### config.mk
export PLATFORM = sky130hd
export DESIGN_NAME = counting_semaphore_table_core
export DESIGN_NICKNAME = d
export VERILOG_FILES = /design/src/hdl/cst_pkg.sv /design/src/hdl/cst_slot_store.sv /design/src/hdl/counting_semaphore_table_core.sv
export VERILOG_INCLUDE_DIRS = /design/src /design/src/hdl
export SDC_FILE = /design/constraint.sdc
export NUM_CORES = 1
export LEC_CHECK = 0
export BUFFER_PORTS_ARGS = -buffer_cell sky130_fd_sc_hd__clkbuf_2
export CORE_MARGIN = 2
export CORE_UTILIZATION = 60
export DETAILED_ROUTE_END_ITERATION = 8
export PLACE_DENSITY = 0.89
export SYNTH_ARGS = -nofsm -noshare
export SYNTH_HDL_FRONTEND = slang
export SYNTH_SLANG_ARGS = --single-unit
### constraint.sdc
create_clock -name clock -period 4.1 [get_ports clock]
set_input_delay 0.41 -clock clock [delete_from_list [all_inputs] [get_ports clock]]
set_output_delay 0.41 -clock clock [all_outputs]
set_load 0.1 [all_outputs]
### src/hdl/counting_semaphore_table_core_defines.svh
// ----------------------------------------------------------------------------
// Assertion macros for the counting semaphore table core.
// Each macro expands to one labelled concurrent assertion on the rising clock
// edge, switched off while reset is high.
// ----------------------------------------------------------------------------
`ifndef COUNTING_SEMAPHORE_TABLE_CORE_DEFINES_SVH
`define COUNTING_SEMAPHORE_TABLE_CORE_DEFINES_SVH

// The consequent must hold in the same cycle as the antecedent.
`define CST_ASSERT_SAME(lbl, clk, rst, ante, cons, msg) \
   lbl: assert property (@(posedge clk) disable iff (rst) (ante) |-> (cons)) \
      else $error(msg);

// The consequent must hold in the cycle after the antecedent.
`define CST_ASSERT_NEXT(lbl, clk, rst, ante, cons, msg) \
   lbl: assert property (@(posedge clk) disable iff (rst) (ante) |=> (cons)) \
      else $error(msg);

`endif

### src/hdl/cst_pkg.sv
// ----------------------------------------------------------------------------
// cst_pkg
// Types, sizes and codes shared by the counting semaphore table core.
// ----------------------------------------------------------------------------
`default_nettype none

package cst_pkg;

   // Table geometry.
   localparam int NUM_SLOTS  = 16;
   localparam int COUNT_BITS = 16;
   localparam int SLOT_BITS  = (NUM_SLOTS > 1) ? $clog2(NUM_SLOTS) : 1;

   typedef logic [SLOT_BITS-1:0]  slot_idx_type;
   typedef logic [COUNT_BITS-1:0] count_type;

   localparam count_type COUNT_MAX = '1;

   // Request kinds carried on the request sideband.
   typedef enum logic [1:0] {
      REQ_CREATE  = 2'd0,
      REQ_DESTROY = 2'd1,
      REQ_WAIT    = 2'd2,
      REQ_SIGNAL  = 2'd3
   } req_kind_type;

   // Result status codes.
   typedef enum logic [2:0] {
      ST_OK       = 3'd0,
      ST_INVALID  = 3'd1,
      ST_FULL     = 3'd2,
      ST_BLOCK    = 3'd3,
      ST_OVERFLOW = 3'd4
   } status_type;

   // Access to the slot store for one operation.
   typedef struct packed {
      logic         rd_en;
      slot_idx_type rd_addr;
      logic         wr_en;
      slot_idx_type wr_addr;
      count_type    wr_data;
      logic         used_set;
      logic         used_clr;
   } store_cmd_type;

   // What the slot store reports back.
   typedef struct packed {
      count_type              rd_count;
      logic [NUM_SLOTS-1:0]   used;
      logic                   full;
      slot_idx_type           free_idx;
   } store_stat_type;

   // Loaded count: the initial value, saturated at the largest count.
   function automatic count_type sat_init(input logic [15:0] init);
      logic [31:0] wide;
      wide = 32'(init);
      if (wide > 32'(COUNT_MAX)) begin
         return COUNT_MAX;
      end
      return COUNT_BITS'(wide);
   endfunction

   // Low sixteen bits of a count for the result.
   function automatic logic [15:0] count_low(input count_type c);
      logic [31:0] wide;
      wide = 32'(c);
      return wide[15:0];
   endfunction

   // Low four bits of a slot number for the result.
   function automatic logic [3:0] slot_low(input slot_idx_type s);
      logic [31:0] wide;
      wide = 32'(s);
      return wide[3:0];
   endfunction

endpackage

`default_nettype wire

### src/hdl/cst_slot_store.sv
// ----------------------------------------------------------------------------
// cst_slot_store
// Holds the semaphore table: a used mark per slot in flip-flops that reset
// clears, and the counts in a synchronous memory with a registered read.
// Also finds the lowest free slot.
// ----------------------------------------------------------------------------
`default_nettype none

module cst_slot_store (
   input  wire                     clock,
   input  wire                     reset,
   input  cst_pkg::store_cmd_type  cmd,
   output cst_pkg::store_stat_type stat
);
   import cst_pkg::*;

   logic [NUM_SLOTS-1:0] used_ff;
   count_type            count_mem [NUM_SLOTS];
   count_type            rd_data_ff;
   logic                 full;
   slot_idx_type         free_idx;

   // Used marks: reset frees every slot.
   always_ff @(posedge clock) begin
      if (reset) begin
         used_ff <= '0;
      end else begin
         if (cmd.used_set) begin
            used_ff[cmd.wr_addr] <= 1'b1;
         end
         if (cmd.used_clr) begin
            used_ff[cmd.wr_addr] <= 1'b0;
         end
      end
   end

   // Count memory. An entry's read value is only used while its slot is in use, and every
   // create writes the entry first, so the memory needs no clearing.
   always_ff @(posedge clock) begin
      if (cmd.wr_en) begin
         count_mem[cmd.wr_addr] <= cmd.wr_data;
      end
      if (cmd.rd_en) begin
         rd_data_ff <= count_mem[cmd.rd_addr];
      end
   end

   // Lowest free slot, searched from the top so the lowest index wins.
   always_comb begin
      full     = 1'b1;
      free_idx = '0;
      for (int i = NUM_SLOTS - 1; i >= 0; i--) begin
         if (!used_ff[i]) begin
            full     = 1'b0;
            free_idx = SLOT_BITS'(i);
         end
      end
   end

   assign stat.rd_count = rd_data_ff;
   assign stat.used     = used_ff;
   assign stat.full     = full;
   assign stat.free_idx = free_idx;

endmodule

`default_nettype wire

### src/hdl/counting_semaphore_table_core.sv
// ----------------------------------------------------------------------------
// counting_semaphore_table_core
// Sequence: the count memory is read in the accept cycle; the modify and write
// back follow in the execute step, which waits while the result register is
// full and not taken, and loads the result register. A new request is not
// accepted until the last one has been written back.
// Reset: synchronous; frees every slot at once, with no clearing pass.
// Description: table of counting semaphores with create, destroy, wait and
// signal requests, one result per request.
// ----------------------------------------------------------------------------
`default_nettype none
`include "counting_semaphore_table_core_defines.svh"

module counting_semaphore_table_core (
   input  wire         clock,
   input  wire         reset,
   // Request channel
   input  wire         req_tvalid,
   output logic        req_tready,
   input  wire  [23:0] req_tdata,  // sem_id [7:0], start_count [23:8]
   input  wire  [1:0]  req_tuser,  // req_type [1:0]
   // Result channel
   output logic        rsp_tvalid,
   input  wire         rsp_tready,
   output logic [23:0] rsp_tdata   // status [2:0], alloc_id [6:3], wake [7],
                                   // count_after [23:8]
);
   import cst_pkg::*;

   typedef enum logic [1:0] {
      S_IDLE = 2'b01,
      S_EXEC = 2'b10
   } state_type;

   state_type      state_ff, state_in;
   req_kind_type   kind_ff;
   slot_idx_type   slot_ff;
   logic           in_range_ff;
   logic [15:0]    init_ff;

   logic           rsp_valid_ff, rsp_valid_in;
   status_type     rsp_status_ff, rsp_status_in;
   logic [3:0]     rsp_alloc_ff, rsp_alloc_in;
   logic           rsp_wake_ff, rsp_wake_in;
   logic [15:0]    rsp_count_ff, rsp_count_in;

   store_cmd_type  cmd;
   store_stat_type stat;

   logic           req_fire;
   logic           exec_fire;
   logic           id_ok;
   logic           in_range;

   assign req_tready = (state_ff == S_IDLE);
   assign req_fire   = req_tvalid && req_tready;
   assign exec_fire  = (state_ff == S_EXEC) && (!rsp_valid_ff || rsp_tready);
   assign in_range   = ({1'b0, req_tdata[7:0]} < 9'(NUM_SLOTS));
   assign id_ok      = in_range_ff && stat.used[slot_ff];

   // Sequencer: read in the accept cycle, modify and write back in the execute step.
   always_comb begin
      state_in = state_ff;
      unique case (state_ff)
         S_IDLE: begin
            if (req_fire) begin
               state_in = S_EXEC;
            end
         end
         S_EXEC: begin
            if (exec_fire) begin
               state_in = S_IDLE;
            end
         end
         default: begin
            state_in = S_IDLE;
         end
      endcase
   end

   always_ff @(posedge clock) begin
      if (reset) begin
         state_ff <= S_IDLE;
      end else begin
         state_ff <= state_in;
      end
   end

   // Request fields captured on transfer.
   always_ff @(posedge clock) begin
      if (req_fire) begin
         kind_ff     <= req_kind_type'(req_tuser);
         slot_ff     <= req_tdata[SLOT_BITS-1:0];
         in_range_ff <= in_range;
         init_ff     <= req_tdata[23:8];
      end
   end

   // Operation: decide the result and the write back.
   always_comb begin
      cmd.rd_en     = req_fire && in_range;
      cmd.rd_addr   = req_tdata[SLOT_BITS-1:0];
      cmd.wr_en     = 1'b0;
      cmd.wr_addr   = slot_ff;
      cmd.wr_data   = '0;
      cmd.used_set  = 1'b0;
      cmd.used_clr  = 1'b0;
      rsp_status_in = ST_OK;
      rsp_alloc_in  = '0;
      rsp_wake_in   = 1'b0;
      rsp_count_in  = '0;
      unique case (kind_ff)
         REQ_CREATE: begin
            if (stat.full) begin
               rsp_status_in = ST_FULL;
            end else begin
               cmd.wr_en    = 1'b1;
               cmd.wr_addr  = stat.free_idx;
               cmd.wr_data  = sat_init(init_ff);
               cmd.used_set = 1'b1;
               rsp_alloc_in = slot_low(stat.free_idx);
               rsp_count_in = count_low(sat_init(init_ff));
            end
         end
         REQ_DESTROY: begin
            if (!id_ok) begin
               rsp_status_in = ST_INVALID;
            end else begin
               cmd.wr_en    = 1'b1;
               cmd.used_clr = 1'b1;
               rsp_wake_in  = 1'b1;
            end
         end
         REQ_WAIT: begin
            if (!id_ok) begin
               rsp_status_in = ST_INVALID;
            end else if (stat.rd_count == '0) begin
               rsp_status_in = ST_BLOCK;
            end else begin
               cmd.wr_en    = 1'b1;
               cmd.wr_data  = stat.rd_count - count_type'(1);
               rsp_count_in = count_low(stat.rd_count - count_type'(1));
            end
         end
         REQ_SIGNAL: begin
            if (!id_ok) begin
               rsp_status_in = ST_INVALID;
            end else if (stat.rd_count == COUNT_MAX) begin
               rsp_status_in = ST_OVERFLOW;
               rsp_count_in  = count_low(stat.rd_count);
            end else begin
               cmd.wr_en    = 1'b1;
               cmd.wr_data  = stat.rd_count + count_type'(1);
               rsp_wake_in  = 1'b1;
               rsp_count_in = count_low(stat.rd_count + count_type'(1));
            end
         end
         default: begin
            rsp_status_in = ST_INVALID;
         end
      endcase
      // Only commit when the result register can take the outcome.
      if (!exec_fire) begin
         cmd.wr_en    = 1'b0;
         cmd.used_set = 1'b0;
         cmd.used_clr = 1'b0;
      end
   end

   cst_slot_store u_store (
      .clock (clock),
      .reset (reset),
      .cmd   (cmd),
      .stat  (stat)
   );

   // Result register: loaded on the write-back cycle, emptied on transfer.
   always_comb begin
      rsp_valid_in = rsp_valid_ff;
      if (exec_fire) begin
         rsp_valid_in = 1'b1;
      end else if (rsp_tready) begin
         rsp_valid_in = 1'b0;
      end
   end

   always_ff @(posedge clock) begin
      if (reset) begin
         rsp_valid_ff <= 1'b0;
      end else begin
         rsp_valid_ff <= rsp_valid_in;
      end
   end

   always_ff @(posedge clock) begin
      if (exec_fire) begin
         rsp_status_ff <= rsp_status_in;
         rsp_alloc_ff  <= rsp_alloc_in;
         rsp_wake_ff   <= rsp_wake_in;
         rsp_count_ff  <= rsp_count_in;
      end
   end

   assign rsp_tvalid = rsp_valid_ff;
   assign rsp_tdata  = {rsp_count_ff, rsp_wake_ff, rsp_alloc_ff, rsp_status_ff};

   // Checks on the sequencer and the result register.
   `CST_ASSERT_NEXT(a_accept_to_exec, clock, reset, req_fire, state_ff == S_EXEC,
      "accepted request did not move to the execute step")
   `CST_ASSERT_NEXT(a_exec_loads_result, clock, reset, exec_fire, rsp_valid_ff,
      "write-back cycle did not load the result register")
   `CST_ASSERT_SAME(a_write_only_in_exec, clock, reset,
      cmd.wr_en || cmd.used_set || cmd.used_clr, exec_fire,
      "table written outside a committed write-back cycle")
   `CST_ASSERT_SAME(a_wake_means_ok, clock, reset, rsp_valid_ff && rsp_wake_ff,
      rsp_status_ff == ST_OK, "wake raised on a failed request")
   `CST_ASSERT_SAME(a_alloc_means_ok, clock, reset,
      rsp_valid_ff && (rsp_alloc_ff != 4'd0), rsp_status_ff == ST_OK,
      "slot number reported on a failed request")

endmodule

`default_nettype wire
### Word-level counts from Yosys, hierarchy flattened

Memories as Yosys holds them, arrays and structs flattened. A register that Yosys moved wholly into a read port is not among the register bits.
Index checks and enable logic that the tools add are counted.

* bits in registers: 66
* RAM bits: 256
* bits of input ports: 30
* output and inout bits: 26
* logic and storage cells: 117
* memories kept: 1

* $add $sub $neg: 2
* order comparisons: 4
* eq/ne operators: 8
* multiplexer cells: 75
* bitwise gates (word level): 4
* reductions and logical operators: 12

Memories
* u_store.count_mem: words 16, bits a word 16, rd ports 1, clocked after memory_dff 1, wr ports 1, RTL line cst_slot_store.sv:18 `count_type count_mem [NUM_SLOTS];`

Operators with widths (count)
* $mux 16: 10
* $pmux 16 s3: 2
* $mux 4: 17
* $mux 1: 31
* $mux 22: 1
* $add 16x1->16 const B: 1
* $and 16x16->16: 1
* $eq 16x16->1 const B: 1
* $logic_not 16->1: 1
* $not 16->16: 1
* $or 16x16->16: 1
* $sub 16x1->16 const B: 1
* $mux 2: 6
* $pmux 3 s4: 1
* $lt 4x5->1 const B: 2
* $lt 8x5->1 const B: 1
* $eq 2x2->1 const B: 3
* $mux 3: 2
* $logic_and 1x1->1: 5
* $bmux 1 s4: 1
* $demux 1 s4: 1
* $eq 2x1->1 const B: 2
* $ge 4x1->1 const B: 1
* $pmux 1 s4: 1
* other kinds (11): 11

### Depth between registers and ports, before layout

* word-level depth: 27
* mapped depth: 11
* gate-level depth less buffers: 9

### Cells and area by module

From an unflattened synthesis, not the netlist that was laid out.

* cell total of the unflattened synthesis: 819
* area, all modules: 14043.5 um^2

By module, submodules not included
* cst_slot_store: times used 1, cells an instance 535, area each 11009.3 um^2, sequential area each 8488.1 um^2
* counting_semaphore_table_core: times used 1, cells an instance 284, area each 3034.2 um^2, sequential area each 1471.4 um^2

### Least setup slack after synthesis

No wires, ideal clock.

* kind: flip-flop to flip-flop
* from: register slot_ff[2]
* to: memory u_store.count_mem[8][0] (netlist bit), enable pin
* setup time: 409 ps
* data arrival time: 3123 ps
* required time: 3691 ps
* setup slack: 568 ps
* cell stages (with the launch flop): 11
* path buffers: 3
* clock period less this slack: 3532 ps
* cells stage by stage: edfxtp_1 buf_2 mux2i_1 a22oi_1 nand2_1 o22ai_1 o211ai_1 a21bo_2 buf_2 buf_2 nor3_1

* cells in the longest elaborated chain, start to end: 8
* elaborated cells on any way between the ends: 12
* classes of those cells: 11 x mux; 1 x reduce/logical

Ends and longest elaborated chain
* start, declared: RTL line counting_semaphore_table_core.sv:37 `slot_idx_type slot_ff;`
* start signal, assigned: RTL line counting_semaphore_table_core.sv:93 `slot_ff <= req_tdata[SLOT_BITS-1:0];`
* $bmux 1 s4: RTL line counting_semaphore_table_core.sv:59 `assign id_ok = in_range_ff && stat.used[slot_ff];`
* $mux 1 (implied by the code): RTL line counting_semaphore_table_core.sv:59
* $logic_and 1x1->1: RTL line counting_semaphore_table_core.sv:59
* $mux 1 (on tied branches): RTL line counting_semaphore_table_core.sv:146, counting_semaphore_table_core.sv:126, counting_semaphore_table_core.sv:135
* $pmux 1 s4: RTL line counting_semaphore_table_core.sv:112 `unique case (kind_ff)`
* $mux 1: RTL line counting_semaphore_table_core.sv:163 `if (!exec_fire) begin`
* $mux 1: RTL line cst_slot_store.sv:40 `if (cmd.wr_en) begin`
* $mux 1 (implied by the code): RTL line cst_slot_store.sv:41 `count_mem[cmd.wr_addr] <= cmd.wr_data;`
* end, declared: RTL line cst_slot_store.sv:18

Several ways; a longest one is shown, not always the timed one. The select of a mux whose other input is x is not followed.

==> summary.md <==
| Metric | Value |
|---|---|
| Syn Area/Cell | 17.5 µm² |
| Worst flop-to-flop path endpoint | u_store.count_mem[0][3] |
| GPL Wtd Cong | roughly 0.97 |
| Multi-input logic area | 3910 µm² |
| Clk_skew | 0.0255 ns |
| Die W | around 160 µm |
| Final Cell Area | 15900 µm² |
| Crit share post-route | approximately nine tenths |
| Vias in the first global route | 7861 |
| Number of cell rows | 55 |
| Fmax | about 270 MHz |
| First drt pass iteration count | 5 |
| EDFF count, synth | between 300 and 400 |
| Most frequent cells in the layout | 319 x edfxtp_1, 80 x mux4_2, 54 x clkbuf_2 |
| Hold crit path type | primary input to register |
| Crit-path cells | inv_1 -> ha_1 -> nor4b_1 -> and4_1 -> and4b_1 -> nor2_1 -> buf_4 -> o22ai_1 -> o311ai_0 -> nand3_1 |
| Critical Path Start Type | register |
| Total leakage power | approximately 5.3 nW |
| # IOs | 56 |
| Worst path max stage delay | between 0.5 and 0.6 ns |
| Diode count | 0 |
| Number of antenna-violating nets in the routed design | 0 |
| Clock buffer depth | 3 |
| Cts hold-fix bufs | 0 |
| Synthesis-stage register bit count | around 340 |
| Area of placed instances | approximately 15000 µm² |
| CP top delay family | simple AND/OR/NAND/NOR gates |
| DRC violations left | 0 |
| Layout cells sized above 1 | 27.2% |
| Register Area | about 10000 µm² |
| Setup Total Neg Slack | 0 ns |
| Initial drt markers | between 1000 and 1500 |
| Synthesized instance count | 801 |
| Clk slew on worst S/H paths | roughly 0.06 ns |
| Final wirelength | ~33000 µm |
| Worst reg2reg setup slack | 0.34 ns |
| Buffers on Ports | 55 |
| CP max-delay cell | nand3_1 |
| Layout Area Growth over Synthesis | 13.5% |
| Post-Layout Cell Count | 1217 |
| Initial antenna violation count | 0 |
| GRT Total Usage | a little over a quarter |
| Core area | approximately 23000 µm² |
| Unrepaired setup endpoints after global routing | no |
| Root Driver | clkbuf_16 |
| Initial Utilization | roughly 62% |
| Wire length per cell | between 20 and 30 µm |
| Crit Path Class | register to register |
| Grt total ovfl | 0 |
| Status | finished, final reports clean |
| Least-Margin Pin Slew | between 1 and 1.5 ns |
| Filler Cells Inserted | between 1000 and 1500 |
| H-Tree Depth | 2 |
| Syn nets | roughly 830 |
| Slew margin rel. | between 30% and 40% |
| Final setup violation count | 0 |
| Max-cap violations | 0 |
| Synth cell types | 62 |
| Reg2Reg Depth | 10 |
| Vias per std cell | roughly 6.7 |
| Commonest non-fill, non-tap cell in the layout | edfxtp_1 |
| Pwr dens | around 450 nW/µm² |
| FF-to-FF Start | u_store.rd_data_ff[0] |
| Time the worst path needs with I/O delays and setup | approximately 3.8 ns |
| First-pass GRT wire length | 48700 µm |
| Sequential cell area fraction in the yosys report | between 70% and 80% |
| Max VDD drop | 385 µV |
| Placed cell count | roughly 1200 |
| Critical path buffer and inverter count | 2 |
| Post-synth top flop | edfxtp_1 |
| Netlist Area Pre-Place | between 10000 and 15000 µm² |
| CTS sink count | 338 |
| Yosys warns | 0 |
| WHS Endpoint | init_ff[7] |
| Worst-Skew Late Latency | 0.52 ns |
| Final nets | 913 |
| DPL Wire Length | ~20000 µm |
| Critical path endpoint category | register |
| Fin worst setup slack | ~0.34 ns |
| Pin count of the biggest net entering global routing | 66 |
| Core Util, Final | a little over two thirds |
| CTS tree | built |
| Die Y | 157 µm |
| Routed vias | between 8000 and 9000 |
| CP arrival | around 3.8 ns |
| Max-slew violations | 0 |
| CP max FO | 19 |
| Data required time of the worst path | about 4.1 ns |
| DIE AREA | ~25000 µm² |
| Hold Path Origin | req_tdata[15] |
| Asr flop ratio synth | 0% |
| CTS resizes | 0 |
| Hold Path Stages | 1 |
| Hold Fails Final Rpt | 0 |
| Post-CTS Setup Bufs | 0 |
| Place WS | approximately 0.23 ns |
| CTS Buf Count | 34 |
[cells by family (layout without fill, tap and decap cells)]
logic type                 after synthesis  in the layout  synth area share, %
muxes                                   88             88                 13.4
buffers and inverters                   62            165                 1.80
and+or+nand+nor                        192            192                 7.15
adders and majority gates                3              3                0.268
AOI/OAI and AO/OA                      102            102                 5.39
DFF                                    338            338                 71.0
xor gates and xnor gates                16             16                0.999
[cell usage after synthesis, types with 2 or more instances]
| cell | instances | share of area [%] |
|---|---|---|
| and3_1 | 5 | 0.22 |
| o21a_1 | 2 | 0.11 |
| nor2_1 | 28 | 0.75 |
| o32a_1 | 2 | 0.14 |
| o221ai_1 | 8 | 0.50 |
| o22ai_1 | 5 | 0.22 |
| a211oi_1 | 12 | 0.64 |
| dfxtp_1 | 19 | 2.7 |
| edfxtp_1 | 319 | 68 |
| mux4_2 | 80 | 13 |
| nor4_1 | 9 | 0.40 |
| nor3b_1 | 3 | 0.16 |
| a31oi_1 | 12 | 0.53 |
| and2_1 | 6 | 0.27 |
| ha_1 | 3 | 0.27 |
| nor3_1 | 30 | 1.1 |
| o21bai_1 | 2 | 0.11 |
| nand3_1 | 15 | 0.53 |
| nand4_1 | 7 | 0.31 |
| nand2_1 | 51 | 1.4 |
| and4_1 | 4 | 0.25 |
| inv_1 | 16 | 0.43 |
| nor2b_1 | 10 | 0.45 |
| buf_2 | 7 | 0.25 |
| o32ai_1 | 6 | 0.37 |
| a21oi_1 | 13 | 0.46 |
| a22oi_1 | 4 | 0.21 |
| clkbuf_1 | 27 | 0.72 |
| nand4_2 | 2 | 0.18 |
| a211oi_2 | 4 | 0.36 |
| mux2i_1 | 8 | 0.57 |
| xor2_1 | 6 | 0.37 |
| xnor2_1 | 10 | 0.62 |
| o211ai_1 | 3 | 0.16 |
| a21o_1 | 4 | 0.21 |
| o21ai_0 | 13 | 0.46 |
| nand2b_1 | 13 | 0.58 |
| buf_1 | 9 | 0.24 |
[worst max path at each step]
stage                                     start                        to  slack, ns  depth (start not counted)
after global routing      u_store.rd_data_ff[0]   u_store.count_mem[0][3]       0.05                         10
after CTS                            slot_ff[2]   u_store.count_mem[6][0]       0.25                          7
after global placement               slot_ff[2]  u_store.count_mem[6][10]       0.55                          7
final                     u_store.rd_data_ff[0]   u_store.count_mem[0][3]       0.34                         10
after detailed placement             slot_ff[2]  u_store.count_mem[6][12]       0.23                          7
after floorplan                      slot_ff[2]   u_store.count_mem[8][0]       0.57                         10
[per-stage QoR]
stage	total power, mW	hold WS (ns)
6_report	7.21	0.0763
5_1_grt	7.39	0.0635
4_1_cts	7.25	0.0671
3_5_place_dp	4.28	0.555
3_3_place_gp	4.26	0.550
2_1_floorplan	4.16	0.482
[per-layer routing]
| metal | track usage, % | share of wire, % | up-vias |
|---|---|---|---|
| met5 | 0 | 0 | - |
| met4 | 8.96 | 3.1 | 0 |
| met3 | 4.76 | 9.7 | 74 |
| met2 | 43.5 | 48 | 587 |
| met1 | 39.1 | 39 | 4111 |
| li1 | - | - | 3414 |
[registers in the layout, summed over array words and instances (netlist names)]
name	flops
rsp_tvalid	1
slot_ff	4
rsp_count_ff	16
rsp_status_ff	3
u_store.count_mem	256
u_store.used_ff	16
in_range_ff	1
init_ff	16
u_store.rd_data_ff	16
rsp_alloc_ff	4
state_ff	2
rsp_wake_ff	1
kind_ff	2
[area by class of cell]
type | instances | share of cell area, %
clock buffer | 42 | 5.59
timing repair buffer | 88 | 3.35
clock inverter | 18 | 1.09
inverter | 17 | 0.401
multi-input combinational | 401 | 24.6
sequential | 338 | 62.5
tap | 313 | 2.46
[power by group]
part           switching [mW]  total (mW)  internal, mW
Combinational           0.253       0.392         0.138
Sequential             0.0181        3.83          3.81
Clock                    1.25        2.99          1.74
[worst register-to-register path, cell delays in order, from the launching register on]
cell      delay (ns)
edfxtp_1        0.48
inv_1           0.13
ha_1            0.24
nor4b_1         0.27
and4_1          0.39
and4b_1         0.29
nor2_1          0.31
buf_4           0.30
o22ai_1         0.12
o311ai_0        0.17
nand3_1         0.59
(Power assumes the default switching activity.)
